**src/rtl/ilt_pkg.sv**
```systemverilog
// ilt_pkg: shared types and constants for the irc line tokenizer
// parse phases, field kinds, character codes and the result record
// no dependencies
package ilt_pkg;

  typedef enum logic [2:0] {
    PH_START  = 3'd0,
    PH_NICK   = 3'd1,
    PH_HOST   = 3'd2,
    PH_CMD    = 3'd3,
    PH_PARAMS = 3'd4,
    PH_TRAIL  = 3'd5,
    PH_DONE   = 3'd6
  } phase_t;

  typedef enum logic [2:0] {
    K_NONE  = 3'd0,
    K_NICK  = 3'd1,
    K_HOST  = 3'd2,
    K_CMD   = 3'd3,
    K_PARAM = 3'd4,
    K_TRAIL = 3'd5
  } kind_t;

  localparam logic [7:0] CH_NUL   = 8'h00;
  localparam logic [7:0] CH_LF    = 8'h0a;
  localparam logic [7:0] CH_CR    = 8'h0d;
  localparam logic [7:0] CH_SPACE = 8'h20;
  localparam logic [7:0] CH_BANG  = 8'h21;
  localparam logic [7:0] CH_COLON = 8'h3a;
  localparam logic [7:0] CH_LO_A  = 8'h61;
  localparam logic [7:0] CH_LO_Z  = 8'h7a;
  localparam logic [7:0] CASE_OFS = 8'h20;

  typedef struct packed {
    logic        saw_trailing;
    logic [3:0]  param_total;
    logic        bad_line;
    logic [3:0]  slot;
    kind_t       field_kind;
    logic [7:0]  out_byte;
  } result_t;

endpackage

```
**src/rtl/ilt_step.sv**
```systemverilog
// ilt_step: one parse step, current state and byte in, label and next state out
// purely combinational; sits between the input and result registers
// depends on ilt_pkg
module ilt_step import ilt_pkg::*; #(
  parameter int MAX_PARAMS = 15,
  parameter int SW = 4
) (
  input  logic [7:0]    byte_in,
  input  logic          start,
  input  phase_t        phase,
  input  logic [SW-1:0] slot_index,
  input  logic          slot0_nonempty,
  input  logic          trailing_seen,
  output result_t       res,
  output logic          line_done,
  output phase_t        phase_next,
  output logic [SW-1:0] slot_index_next,
  output logic          slot0_nonempty_next,
  output logic          trailing_seen_next
);

  localparam logic [SW:0] MAXP = (SW+1)'(MAX_PARAMS);

  always_comb begin
    phase_t        ph;
    logic [SW-1:0] si;
    logic          s0;
    logic          tr;
    logic          consumed;
    logic          is_end;
    logic          done;
    logic          bad;
    logic [7:0]    ob;
    kind_t         kind;
    logic [3:0]    slot;
    logic [SW:0]   total;

    ph       = start ? PH_START : phase;
    si       = start ? '0 : slot_index;
    s0       = start ? 1'b0 : slot0_nonempty;
    tr       = start ? 1'b0 : trailing_seen;
    consumed = 1'b0;
    done     = 1'b0;
    bad      = 1'b0;
    ob       = byte_in;
    kind     = K_NONE;
    slot     = 4'd0;
    is_end   = (byte_in == CH_CR) || (byte_in == CH_LF) || (byte_in == CH_NUL);

    // first byte: a colon opens the prefix and is swallowed
    if (ph == PH_START) begin
      if (byte_in == CH_COLON) begin
        ph       = PH_NICK;
        consumed = 1'b1;
      end else begin
        ph = PH_CMD;
      end
    end

    if (!consumed) begin
      case (ph)
        PH_NICK: begin
          if (byte_in == CH_NUL) begin
            bad = 1'b1;
            ph  = PH_DONE;
          end else if (byte_in == CH_BANG) begin
            ph = PH_HOST;
          end else if (byte_in == CH_SPACE) begin
            ph = PH_CMD;
          end else begin
            kind = K_NICK;
          end
        end
        PH_HOST: begin
          if (byte_in == CH_NUL) begin
            bad = 1'b1;
            ph  = PH_DONE;
          end else if (byte_in == CH_SPACE) begin
            ph = PH_CMD;
          end else begin
            kind = K_HOST;
          end
        end
        PH_CMD: begin
          if (byte_in == CH_NUL) begin
            bad = 1'b1;
            ph  = PH_DONE;
          end else if (byte_in == CH_SPACE) begin
            ph = PH_PARAMS;
            si = '0;
          end else begin
            kind = K_CMD;
            if (byte_in >= CH_LO_A && byte_in <= CH_LO_Z) begin
              ob = byte_in - CASE_OFS;
            end
          end
        end
        PH_PARAMS: begin
          if (is_end) begin
            done = 1'b1;
          end else if (byte_in == CH_COLON) begin
            // trailing takes over this slot, earlier bytes no longer count
            ph = PH_TRAIL;
            tr = 1'b1;
            if (si == '0) begin
              s0 = 1'b0;
            end
          end else if (byte_in == CH_SPACE) begin
            if (({1'b0, si} + (SW+1)'(1)) >= MAXP) begin
              bad = 1'b1;
              ph  = PH_DONE;
            end else begin
              si = si + SW'(1);
            end
          end else begin
            kind = K_PARAM;
            slot = 4'(si);
            if (si == '0) begin
              s0 = 1'b1;
            end
          end
        end
        PH_TRAIL: begin
          if (is_end) begin
            done = 1'b1;
          end else begin
            kind = K_TRAIL;
            slot = 4'(si);
            if (si == '0) begin
              s0 = 1'b1;
            end
          end
        end
        default: begin
        end
      endcase
    end

    total = {1'b0, si} + (SW+1)'(s0);
    if (done) begin
      ph = PH_DONE;
    end

    res.out_byte     = ob;
    res.field_kind   = kind;
    res.slot         = slot;
    res.bad_line     = bad;
    res.param_total  = done ? 4'(total) : 4'd0;
    res.saw_trailing = done ? tr : 1'b0;
    line_done        = done;

    phase_next          = ph;
    slot_index_next     = si;
    slot0_nonempty_next = s0;
    trailing_seen_next  = tr;
  end

endmodule

```
**src/rtl/irc_line_tokenizer.sv**
```systemverilog
// irc_line_tokenizer: byte-serial irc message tokenizer, top level
// input register, parse state, result register; uses ilt_step and ilt_pkg
//
//   channel  dir  bits   contents
//   s_*      in   8+1    tdata: in_byte; tuser: msg_start
//   m_*      out  24+1   tdata: result fields; tlast: line_done
//
// one item per cycle sustained while m_tready stays high; an accepted item passes
// through the input register, then the parse step into the result register
// synchronous reset returns the parser to start of message and empties both registers
// a stall on m_tready holds the result; one more item waits in the input register
module irc_line_tokenizer import ilt_pkg::*; #(
  parameter int MAX_PARAMS = 15
) (
  input  logic        clk,
  input  logic        rst,
  input  logic        s_tvalid,
  output logic        s_tready,
  input  logic [7:0]  s_tdata,   // [7:0] in_byte
  input  logic        s_tuser,   // msg_start
  output logic        m_tvalid,
  input  logic        m_tready,
  output logic [23:0] m_tdata,   // [7:0] out_byte, [10:8] field_kind, [14:11] slot,
                                 // [15] bad_line, [19:16] param_total, [20] saw_trailing
  output logic        m_tlast    // line_done
);

  localparam int SW = (MAX_PARAMS > 1) ? $clog2(MAX_PARAMS) : 1;

  logic          in_valid;
  logic [7:0]    in_byte;
  logic          in_start;
  logic          adv;

  phase_t        phase, phase_next;
  logic [SW-1:0] slot_index, slot_index_next;
  logic          slot0_nonempty, slot0_nonempty_next;
  logic          trailing_seen, trailing_seen_next;

  result_t       res, res_q;
  logic          done, done_q;

  assign adv      = in_valid && (!m_tvalid || m_tready);
  assign s_tready = !in_valid || adv;

  ilt_step #(.MAX_PARAMS(MAX_PARAMS), .SW(SW)) u_step (
    .byte_in             (in_byte),
    .start               (in_start),
    .phase               (phase),
    .slot_index          (slot_index),
    .slot0_nonempty      (slot0_nonempty),
    .trailing_seen       (trailing_seen),
    .res                 (res),
    .line_done           (done),
    .phase_next          (phase_next),
    .slot_index_next     (slot_index_next),
    .slot0_nonempty_next (slot0_nonempty_next),
    .trailing_seen_next  (trailing_seen_next)
  );

  always_ff @(posedge clk) begin
    if (rst) begin
      in_valid       <= 1'b0;
      m_tvalid       <= 1'b0;
      phase          <= PH_START;
      slot_index     <= '0;
      slot0_nonempty <= 1'b0;
      trailing_seen  <= 1'b0;
    end else begin
      if (s_tvalid && s_tready) begin
        in_valid <= 1'b1;
      end else if (adv) begin
        in_valid <= 1'b0;
      end
      if (adv) begin
        m_tvalid       <= 1'b1;
        phase          <= phase_next;
        slot_index     <= slot_index_next;
        slot0_nonempty <= slot0_nonempty_next;
        trailing_seen  <= trailing_seen_next;
      end else if (m_tready) begin
        m_tvalid <= 1'b0;
      end
    end
  end

  // payload registers
  always_ff @(posedge clk) begin
    if (s_tvalid && s_tready) begin
      in_byte  <= s_tdata;
      in_start <= s_tuser;
    end
    if (adv) begin
      res_q  <= res;
      done_q <= done;
    end
  end

  assign m_tdata = {3'b000, res_q.saw_trailing, res_q.param_total, res_q.bad_line,
                    res_q.slot, res_q.field_kind, res_q.out_byte};
  assign m_tlast = done_q;

endmodule

```
**config.mk**
```make
export PLATFORM = sky130hd
export DESIGN_NAME = irc_line_tokenizer
export DESIGN_NICKNAME = d
export VERILOG_FILES = /design/src/rtl/ilt_pkg.sv /design/src/rtl/ilt_step.sv /design/src/rtl/irc_line_tokenizer.sv
export SDC_FILE = /design/constraint.sdc
export NUM_CORES = 1
export LEC_CHECK = 0
export ABC_CLOCK_PERIOD_IN_PS = 9350
export BUFFER_PORTS_ARGS = -buffer_cell sky130_fd_sc_hd__buf_2
export CORE_MARGIN = 5
export CORE_UTILIZATION = 55
export DETAILED_ROUTE_END_ITERATION = 10
export GPL_ROUTABILITY_DRIVEN = 0
export PLACE_DENSITY = 0.78
export SYNTH_ARGS = -nofsm -noshare
export SYNTH_HDL_FRONTEND = slang
export SYNTH_HIERARCHICAL = 1
export SYNTH_SLANG_ARGS = --single-unit
```
**constraint.sdc**
```tcl
create_clock -name clk -period 9.35 [get_ports clk]
set_input_delay 0.935 -clock clk [delete_from_list [all_inputs] [get_ports clk]]
set_output_delay 0.935 -clock clk [all_outputs]
set_load 0.01 [all_outputs]
```
== Yosys cells after proc, flatten, opt, wreduce, memory -nomap -nowiden ==
Index checks and enable logic that the tools add are counted.
Word-level totals
  input bits: 13
  logic and storage cells: 123
  register bits: 42
Cells by class
  reduce and logical (&&, ||, !) cells: 16
  add/sub/neg operators: 4
  muxes and demuxes: 75
  eq/ne operators: 10
  magnitude comparators: 3
Operator list (count)
  2-to-1 mux 3 bit: 22
  2-to-1 mux 4 bit: 11
  2-to-1 mux 8 bit: 5
  2-to-1 mux 1 bit: 28
  equality test 8 x 6 -> 1 bit, second input constant: 3
  equality test 8 x 4 -> 1 bit, second input constant: 2
  one-hot mux 4 bit (2 select lines): 2
  one-hot mux 3 bit (5 select lines): 1
  one-hot mux 3 bit (4 select lines): 1
  greater-or-equal comparator 8 x 7 -> 1 bit, second input constant: 1
  less-or-equal comparator 8 x 7 -> 1 bit, second input constant: 1
  logical NOT 8 bit: 1
  subtractor 8 x 6 -> 8 bit, second input constant: 1
  equality test 3 x 2 -> 1 bit, second input constant: 2
  equality test 3 bit, second input constant: 2
  2-to-1 mux 2 bit: 3
  adder 4 x 1 -> 5 bit, second input constant: 1
  greater-or-equal comparator 5 x 4 -> 1 bit, second input constant: 1
  adder 4 x 1 -> 4 bit: 1
  adder 4 x 1 -> 4 bit, second input constant: 1
  logical NOT 4 bit: 1
  logical OR 1 bit: 4
  one-hot mux 1 bit (2 select lines): 2
  nonzero test 2 bit: 2
  other kinds (6): 9

== Longest topological paths before layout ==
Gate-level depths: netlist of run 1.
  depth after elaboration: 10
  mapped depth: 14

== By module ==
The synthesis of run 1 kept the hierarchy.
Modules (own cells, without submodules)
  irc_line_tokenizer: times used 1, sequential area each 1151.1 sq um, area each 1446.4 sq um, cells an instance 84
  ilt_step: times used 1, sequential area each 0.0 sq um, area each 1003.5 sq um, cells an instance 163

== Worst setup path after synthesis of run 1 ==
Ideal clock, no wire load.
  kind: reg2reg
  start: register in_start
  end: register res_q (netlist bit m_tdata[18]) (data pin)
  buffers on the path: 2
  cell stages (with the launch flop): 14
  period minus slack after synthesis: 2979 ps
  data arrival time: 2724 ps
  setup slack: 6371 ps
  library setup time: 255 ps
  cell sequence: edfxtp_1 buf_6 clkbuf_1 nor2b_1 ha_1 inv_1 o311ai_0 mux2i_1 nand2_1 o21ai_0 ha_1 ha_1 xnor2_1 and2_1
Between the ends
  word-level cells in the longest chain between the ends: 10
RTL lines
  start, declared: RTL line irc_line_tokenizer.sv:32  | logic in_start;
  start signal, assigned: RTL line irc_line_tokenizer.sv:91  | in_start <= s_tuser;
  2-to-1 mux 4 bit: RTL line ilt_step.sv:39  | si = start ? '0 : slot_index;
  adder 4 x 1 -> 5 bit: RTL line ilt_step.sv:109  | if (({1'b0, si} + (SW+1)'(1)) >= MAXP) begin
  greater-or-equal comparator 5 x 4 -> 1 bit: RTL line ilt_step.sv:109
  2-to-1 mux 4 bit: RTL line ilt_step.sv:109
  2-to-1 mux 4 bit: RTL line ilt_step.sv:108  | end else if (byte_in == CH_SPACE) begin
  2-to-1 mux 4 bit: RTL line ilt_step.sv:101  | end else if (byte_in == CH_COLON) begin
  2-to-1 mux 4 bit: RTL line ilt_step.sv:99  | if (is_end) begin
  one-hot mux 4 bit (2 select lines): RTL line ilt_step.sv:61  | case (ph)
  2-to-1 mux 4 bit *: RTL line ilt_step.sv:60  | if (!consumed) begin
  named net slot_index_next[0]: RTL line irc_line_tokenizer.sv:36  | logic [SW-1:0] slot_index, slot_index_next;
  adder 4 x 1 -> 4 bit *: RTL line ilt_step.sv:139  | total = {1'b0, si} + (SW+1)'(s0);
  end signal, assigned: RTL line irc_line_tokenizer.sv:94  | res_q <= res;
  end, declared: RTL line irc_line_tokenizer.sv:40  | result_t res, res_q;
Mark *: on every way through the listed nets, which the timed path passes. The rest lies on a longest branch.
A chain may end at the register's enable or synchronous reset.

== Worst setup path in the final report of run 1 ==
Same ends and word-level chain as after synthesis.

==> results by group, run 1 <==
Timing
  • Slew Limit Headroom: 0.3683
  • Max Slew Vio Count: 0
  • Final hold violations: 0
  • Max Clock Freq: 0.2633 GHz
  • RSZ-0062 raised after global routing: no
  • Min Tclk post-route: 3798 ps
  • Final setup vio count: 0
  • Worst hold margin: 497.4 ps
  • Worst Tran Pin Value: 935.7 ps
  • Setup_tns: 0 ps
  • Skew final: 7.091 ps
  • Final period util: 0.4062

Synth
  • Synth Area per Inst: 9.918 µm²
  • Synth area leader: edfxtp_1
  • Post-synthesis register bit count: 42
  • Netlist cell types: 52
  • Synth area leaders: edfxtp_1 38%, dfxtp_1 9.0%, nand2b_1 5.4%
  • Post-synth EDFFs: 31
  • Sequential area share after synthesis: 0.4699
  • Post-synth ARST share: 0
  • Yosys top cell area share: 0.3800
  • Synthesized cell area: 2450 µm²
  • Syn Inst Count: 247
  • Top_reg_cell synth: edfxtp_1
  • Synth top cells by count: 31 x edfxtp_1, 22 x nor2_1, 21 x nand2b_1, 15 x a21oi_1
  • Synthesis Warnings: 6
  • Count leader, synth: edfxtp_1

GRT
  • Largest net degree at the start of global routing: 32
  • Total GRT Usage: 0.1769
  • Vias in the first global route: 1,817
  • Initial antenna violation count: 0
  • First-pass GRT wire length: 8.542 mm
  • Grt ovf: 0

Power
  • Clock Power Share: 0.328
  • Pint: 282.2 µW
  • Maximum VDD drop: 84.14 µV
  • Sw power: 93.77 µW
  • Reg power frac: 0.575
  • Pwr Density: 140.0 nW/µm²
  • Switching fraction of total power: 0.2494
  • Logic pwr share: 0.096
  • P_leak: 0.0009959 µW

Min path
  • Worst Hold Class: reg -> reg

Critical path
  • Crit-path max cell delay: 800 ps
  • CP bufs+invs: 2
  • Crit Path Category: reg -> reg
  • Largest delay contributor family on the critical path: compound AO/OA/AOI/OAI gates
  • Crit path cell chain: clkinv_1, nand2_1, ha_1, inv_1, o311ai_0, mux2i_1, nand2_1, o21ai_0, ha_1, ha_1, xnor2_1, and2_1
  • Setup crit start kind: register
  • CP Data Required Time: 9420 ps
  • Arrival @ worst endpoint: 3860 ps
  • Crit end category: register
  • CP max-delay cell: o311ai_0
  • Crit-path max FO: 17
  • Worst path most repeated cell: ha_1
  • R2r setup slk: 5550 ps

Floorplan
  • Cell Rows: 24
  • Die area: 5889 µm²
  • Die Y: 76.74 µm
  • Initial core utilization: 0.5666
  • Ports: 40
  • Die X: 76.74 µm
  • Core Footprint: 4324 µm²

Drt
  • DRT iter0 DRCs: 226
  • TritonRoute pass-1 iters: 5
  • Final ANT Viol Nets: 0
  • Avg WL per Cell: 15.51 µm
  • Drt drc: 0
  • DR vias/cell: 6.070
  • Final wirelength: 5.071 mm
  • Vias: 1,985

Place
  • # port buffers: 36
  • Dpl hpwl: 3.533 mm
  • Placed cells: 319

CTS
  • Setup Buffers After CTS: 0
  • Worst-path clk slew: 80 ps
  • Clk_lat worst skew: 300 ps
  • CTS Buf Count: 5
  • Post-cts hold buffer count: 0
  • CTS Root Cell: clkbuf_8
  • TritonCTS clock tree: done
  • CTS H-Tree Depth: 2
  • Post-cts sizing count: 0
  • Clock buffer depth: 2
  • TritonCTS Sinks: 42

Finish
  • Number of antenna repair diodes: 0
  • Util after Layout: 0.6209
  • Layout Nets: 293
  • Post-Layout Cell Count: 327
  • Layout area overhead: 9.602%
  • Fraction of layout cells with a size suffix above 1: 0.1855

Run
  • Max-Cap Viols: 0

Run status
  • Status: complete, no violations
## worst paths after layout
| check | from | to | depth (start not counted) |
|---|---|---|---|
| worst min register to register | trailing_seen | trailing_seen | 2 |
| worst max register to register | in_start | m_tdata[18] | 12 |
| worst max-delay path | in_start | m_tdata[18] | 12 |
| worst min-delay path | trailing_seen | trailing_seen | 2 |
## routing by layer
metal | track usage | vias up | wire, µm
met5 | 0 | - | 0
met4 | 0.08741 | 0 | 182
met3 | 0.05152 | 24 | 588
met2 | 0.2572 | 138 | 2090
met1 | 0.2393 | 877 | 2208
li1 | - | 946 | -
## kinds of logic after synthesis
group / share of synthesized area
muxes: 0.05311
buffers and inverters: 0.06894
DFF: 0.4699
AOI/OAI and AO/OA: 0.1527
other: 0.001531
adders and majority gates: 0.03064
and+or+nand+nor: 0.2196
xor gates and xnor gates: 0.003576
## metrics by stage
step	area [µm²]	setup WS, ps	power [µW]
finish	2685	5552	376.0
floorplan	2457	6371	246.5
detailed placement	2590	5809	255.9
CTS	2685	5723	377.3
global route	2685	5300	391.2
global placement	2590	5947	254.9
## registers in the layout, indices dropped and copies added (netlist names)
name            count
in_valid            1
slot0_nonempty      1
in_byte             8
in_start            1
m_tvalid            1
m_tdata            21
trailing_seen       1
m_tlast             1
slot_index          4
phase               3
## worst reg2reg max path, delay by kind of cell, from the launching register on
kind                       cells  cell delay, ps
xor gates and xnor gates       1              60
muxes                          1             300
DFF                            1             680
and+or+nand+nor                3             530
AOI/OAI and AO/OA              2             970
adders and majority gates      3             580
buffers and inverters          2             430
## power groups by stage
stage          Clock (µW)  Combinational (µW)  Sequential [µW]
2_1_floorplan           0                28.0              218
3_3_place_gp            0                34.9              220
3_5_place_dp            0                35.5              220
4_1_cts               125                35.7              216
5_1_grt               134                39.4              218
6_report              123                36.2              216
## layout make-up
cell class / instances / area, µm²
Clock buffer: 6 / 82.58
Sequential cell: 42 / 1151
Timing Repair Buffer: 37 / 187.7
Clock inverter: 2 / 12.51
Fill cell: 369 / 1639
Inverter: 13 / 48.80
Multi-Input combinational cell: 175 / 1137
Tap cell: 52 / 65.06
## cell usage in the layout, fill, tap and decap left out, types with 2 or more instances in the layout
| master | instances |
|---|---|
| o211ai_1 | 5 |
| a21oi_1 | 15 |
| a22oi_1 | 3 |
| edfxtp_1 | 31 |
| nand3_1 | 6 |
| nand2_1 | 12 |
| nor3_1 | 5 |
| dfxtp_1 | 11 |
| o2bb2ai_1 | 2 |
| o21ai_0 | 13 |
| clkbuf_8 | 6 |
| nand4b_1 | 2 |
| nor2_1 | 22 |
| ha_1 | 6 |
| nand4_1 | 2 |
| a2111oi_0 | 2 |
| and3_1 | 5 |
| and2_1 | 4 |
| nor4b_1 | 2 |
| buf_2 | 36 |
| nor2b_1 | 3 |
| a31oi_1 | 3 |
| a211oi_1 | 2 |
| nand2b_1 | 21 |
| conb_1 | 3 |
| a21o_1 | 3 |
| mux2i_1 | 13 |
| inv_1 | 12 |
No activity file was read; power rests on OpenSTA's default activity.
==> inputs of run 2 (changes only) <==
--- a/config.mk
+++ b/config.mk
@@ -5,7 +5,7 @@
 export SDC_FILE = /design/constraint.sdc
 export NUM_CORES = 1
 export LEC_CHECK = 0
-export ABC_CLOCK_PERIOD_IN_PS = 9350
+export ABC_CLOCK_PERIOD_IN_PS = 3900
 export BUFFER_PORTS_ARGS = -buffer_cell sky130_fd_sc_hd__buf_2
 export CORE_MARGIN = 5
 export CORE_UTILIZATION = 55
==> constraint.sdc (replaced) <==
create_clock -name clk -period 3.9 [get_ports clk]
set_input_delay 0.39 -clock clk [delete_from_list [all_inputs] [get_ports clk]]
set_output_delay 0.39 -clock clk [all_outputs]
set_load 0.01 [all_outputs]
==> run 2 against run 1 <==
Largest cell class unchanged; sequential cell count is the same; critical path type unchanged; hold slack got worse by 230 ps; routed wire length up 4.3%; setup slack worse by 4700 ps.
==> results by group, run 2 (synthesis gave the netlist of run 1 again) <==
Finish
  • Number of antenna repair diodes: 0 (unchanged)
  • Register area: 1151 µm² (unchanged)
  • Layout area overhead: 10.52%
  • Layout Nets: 296 (+1.0%)
  • Post-Layout Cell Count: 330 (+0.92%)
  • Most common cell after layout, fill and taps aside: buf_2
  • Multi-input logic area: 1137 µm² (unchanged)
  • FILL cells: 373 (+1.1%)
  • Fraction of layout cells with a size suffix above 1: 0.1942 (+0.008790)
  • Most frequent cells in the layout: 36 x buf_2, 31 x edfxtp_1, 22 x nor2_1, 21 x nand2b_1, 15 x a21oi_1
  • Max reg flops: 21 (unchanged)

Timing
  • Final period util: 0.7922 (+0.3860)
  • Worst Tran Pin Value: 997.6 ps (+61.94 ps)
  • Skew final: 5.983 ps (-1.108 ps)
  • Min Tclk post-route: 3089 ps (-708.2 ps)
  • Setup_tns: 0 ps (unchanged)
  • Final hold violations: 0 (unchanged)
  • Max Clock Freq: 0.3237 GHz (+23%)
  • Max Slew Vio Count: 0 (unchanged)
  • Slew Limit Headroom: 0.3177 (-0.05057)
  • RSZ-0062 raised after global routing: no
  • Final setup vio count: 0 (unchanged)

Floorplan
  • Cell Rows: 24 (unchanged)
  • Die area: 5889 µm² (unchanged)
  • Initial core utilization: 0.5666 (unchanged)
  • Die Y: 76.74 µm (unchanged)
  • Ports: 40 (unchanged)
  • Die X: 76.74 µm (unchanged)
  • Core Footprint: 4324 µm² (unchanged)

Power
  • Pint: 677.4 µW (+140%)
  • Sw power: 221.8 µW (+140%)
  • P_leak: 0.001010 µW (+1.4%)
  • Power, Total: 899.2 µW (+140%)
  • Pwr Density: 332.1 nW/µm² (+140%)
  • Reg power frac: 0.575 (about the same)
  • Switching fraction of total power: 0.2467 (-0.002712)
  • Maximum VDD drop: 225.5 µV (+170%)
  • Logic pwr share: 0.100 (+0.004)
  • Clock Power Share: 0.325 (-0.003)

CTS
  • TritonCTS Sinks: 42 (unchanged)
  • CTS Root Cell: clkbuf_8
  • Setup Buffers After CTS: 0 (unchanged)
  • CTS H-Tree Depth: 2 (unchanged)
  • Post-cts hold buffer count: 0 (unchanged)
  • Worst-path clk slew: 80 ps (about the same)
  • CTS Buf Count: 5 (unchanged)
  • Clock buffer depth: 2 (unchanged)
  • Clk_lat worst skew: 300 ps (about the same)
  • TritonCTS clock tree: done
  • Post-cts sizing count: 0 (unchanged)

Place
  • # port buffers: 36 (unchanged)
  • Placed cells: 322 (+0.94%)
  • Dpl hpwl: 3.756 mm (+6.3%)

Critical path
  • Crit Path Category: reg -> reg
  • Crit-path max cell delay: 410 ps (-390 ps)
  • CP max-delay cell: edfxtp_1
  • R2r setup slk: 810 ps (-4740 ps)
  • Crit end category: register
  • Crit path cell chain: clkinv_1, nand2_1, ha_1, inv_1, o311ai_0, buf_4, mux2i_1, nand2_1, o21ai_0, ha_1, inv_1, a311oi_2, mux2i_1
  • Crit-path max FO: 10 (-7)
  • Arrival @ worst endpoint: 3230 ps (-630 ps)
  • CP Data Required Time: 4040 ps (-5380 ps)
  • Setup crit start kind: register

Drt
  • TritonRoute pass-1 iters: 5 (unchanged)
  • Drt drc: 0 (unchanged)
  • Vias: 2,042 (+2.9%)
  • Final ANT Viol Nets: 0 (unchanged)
  • Final wirelength: 5.291 mm (+4.3%)
  • Avg WL per Cell: 16.03 µm (+3.4%)
  • DRT iter0 DRCs: 317 (+40%)
  • DR vias/cell: 6.188 (+1.9%)

Run status
  • Status: complete, no violations

GRT
  • Initial antenna violation count: 0 (unchanged)
  • Vias in the first global route: 1,786 (-1.7%)
  • Total GRT Usage: 0.1793 (+0.002364)
  • Grt ovf: 0 (unchanged)
  • First-pass GRT wire length: 8.721 mm (+2.1%)
  • Largest net degree at the start of global routing: 32 (unchanged)

Run
  • Max-Cap Viols: 0 (unchanged)

Min path
  • Worst Hold Class: in -> reg
## run 2: cell types whose count changed in the layout (fill, tap and decap cells not counted)
cell	delta
buf_4	+3
## run 2: layout make-up
cell class	instances	area share
Clock buffer	6	0.03050
Clock inverter	2	0.004621
Inverter	13	0.01802
Multi-Input combinational cell	175	0.4201
Sequential cell	42	0.4251
Tap cell	52	0.02403
Timing Repair Buffer	40	0.07763
## run 2: critical path: cells and delay by family, from the launching register on
family | cells | cell delay, ps
mux | 2 | 420
buf+inv | 4 | 500
fa+ha+maj | 2 | 580
compound gates | 3 | 750
flops | 1 | 410
simple gates | 2 | 250
## run 2: power by group through the flow
| stage | clock, µW | combinational [µW] | sequential, µW |
|---|---|---|---|
| floorplan | 0 | 67.1 | 524 |
| global placement | 0 | 87.3 | 526 |
| detailed placement | 0 | 87.9 | 527 |
| CTS | 300 | 88.5 | 516 |
| global route | 323 | 98.0 | 519 |
| finish | 293 | 89.9 | 517 |
## run 2: per-stage QoR
stage	hold WS [ps]	util	instance area [µm²]	worst slack (ps)
floorplan	448.9	-	2457	921.3
global placement	462.1	0.6042	2613	1004
global route	254.0	0.6262	2708	653.9
CTS	261.3	0.6262	2708	850.0
detailed placement	476.5	0.6042	2613	864.3
finish	266.7	0.6262	2708	810.5
## run 2: worst paths after layout
path                  start        endpoint  depth (start not counted)
min reg2reg  slot0_nonempty  slot0_nonempty                          2
max reg2reg        in_start     m_tdata[19]                         13
max                in_start     m_tdata[19]                         13
min              s_tdata[7]      in_byte[7]                          1
## run 2: per-layer routing
metal,up-vias,track usage,share of wire
met1,918,0.2543,0.42
li1,952,-,-
met2,150,0.2666,0.45
met4,0,0.06469,0.029
met5,-,0,0
met3,22,0.04098,0.11
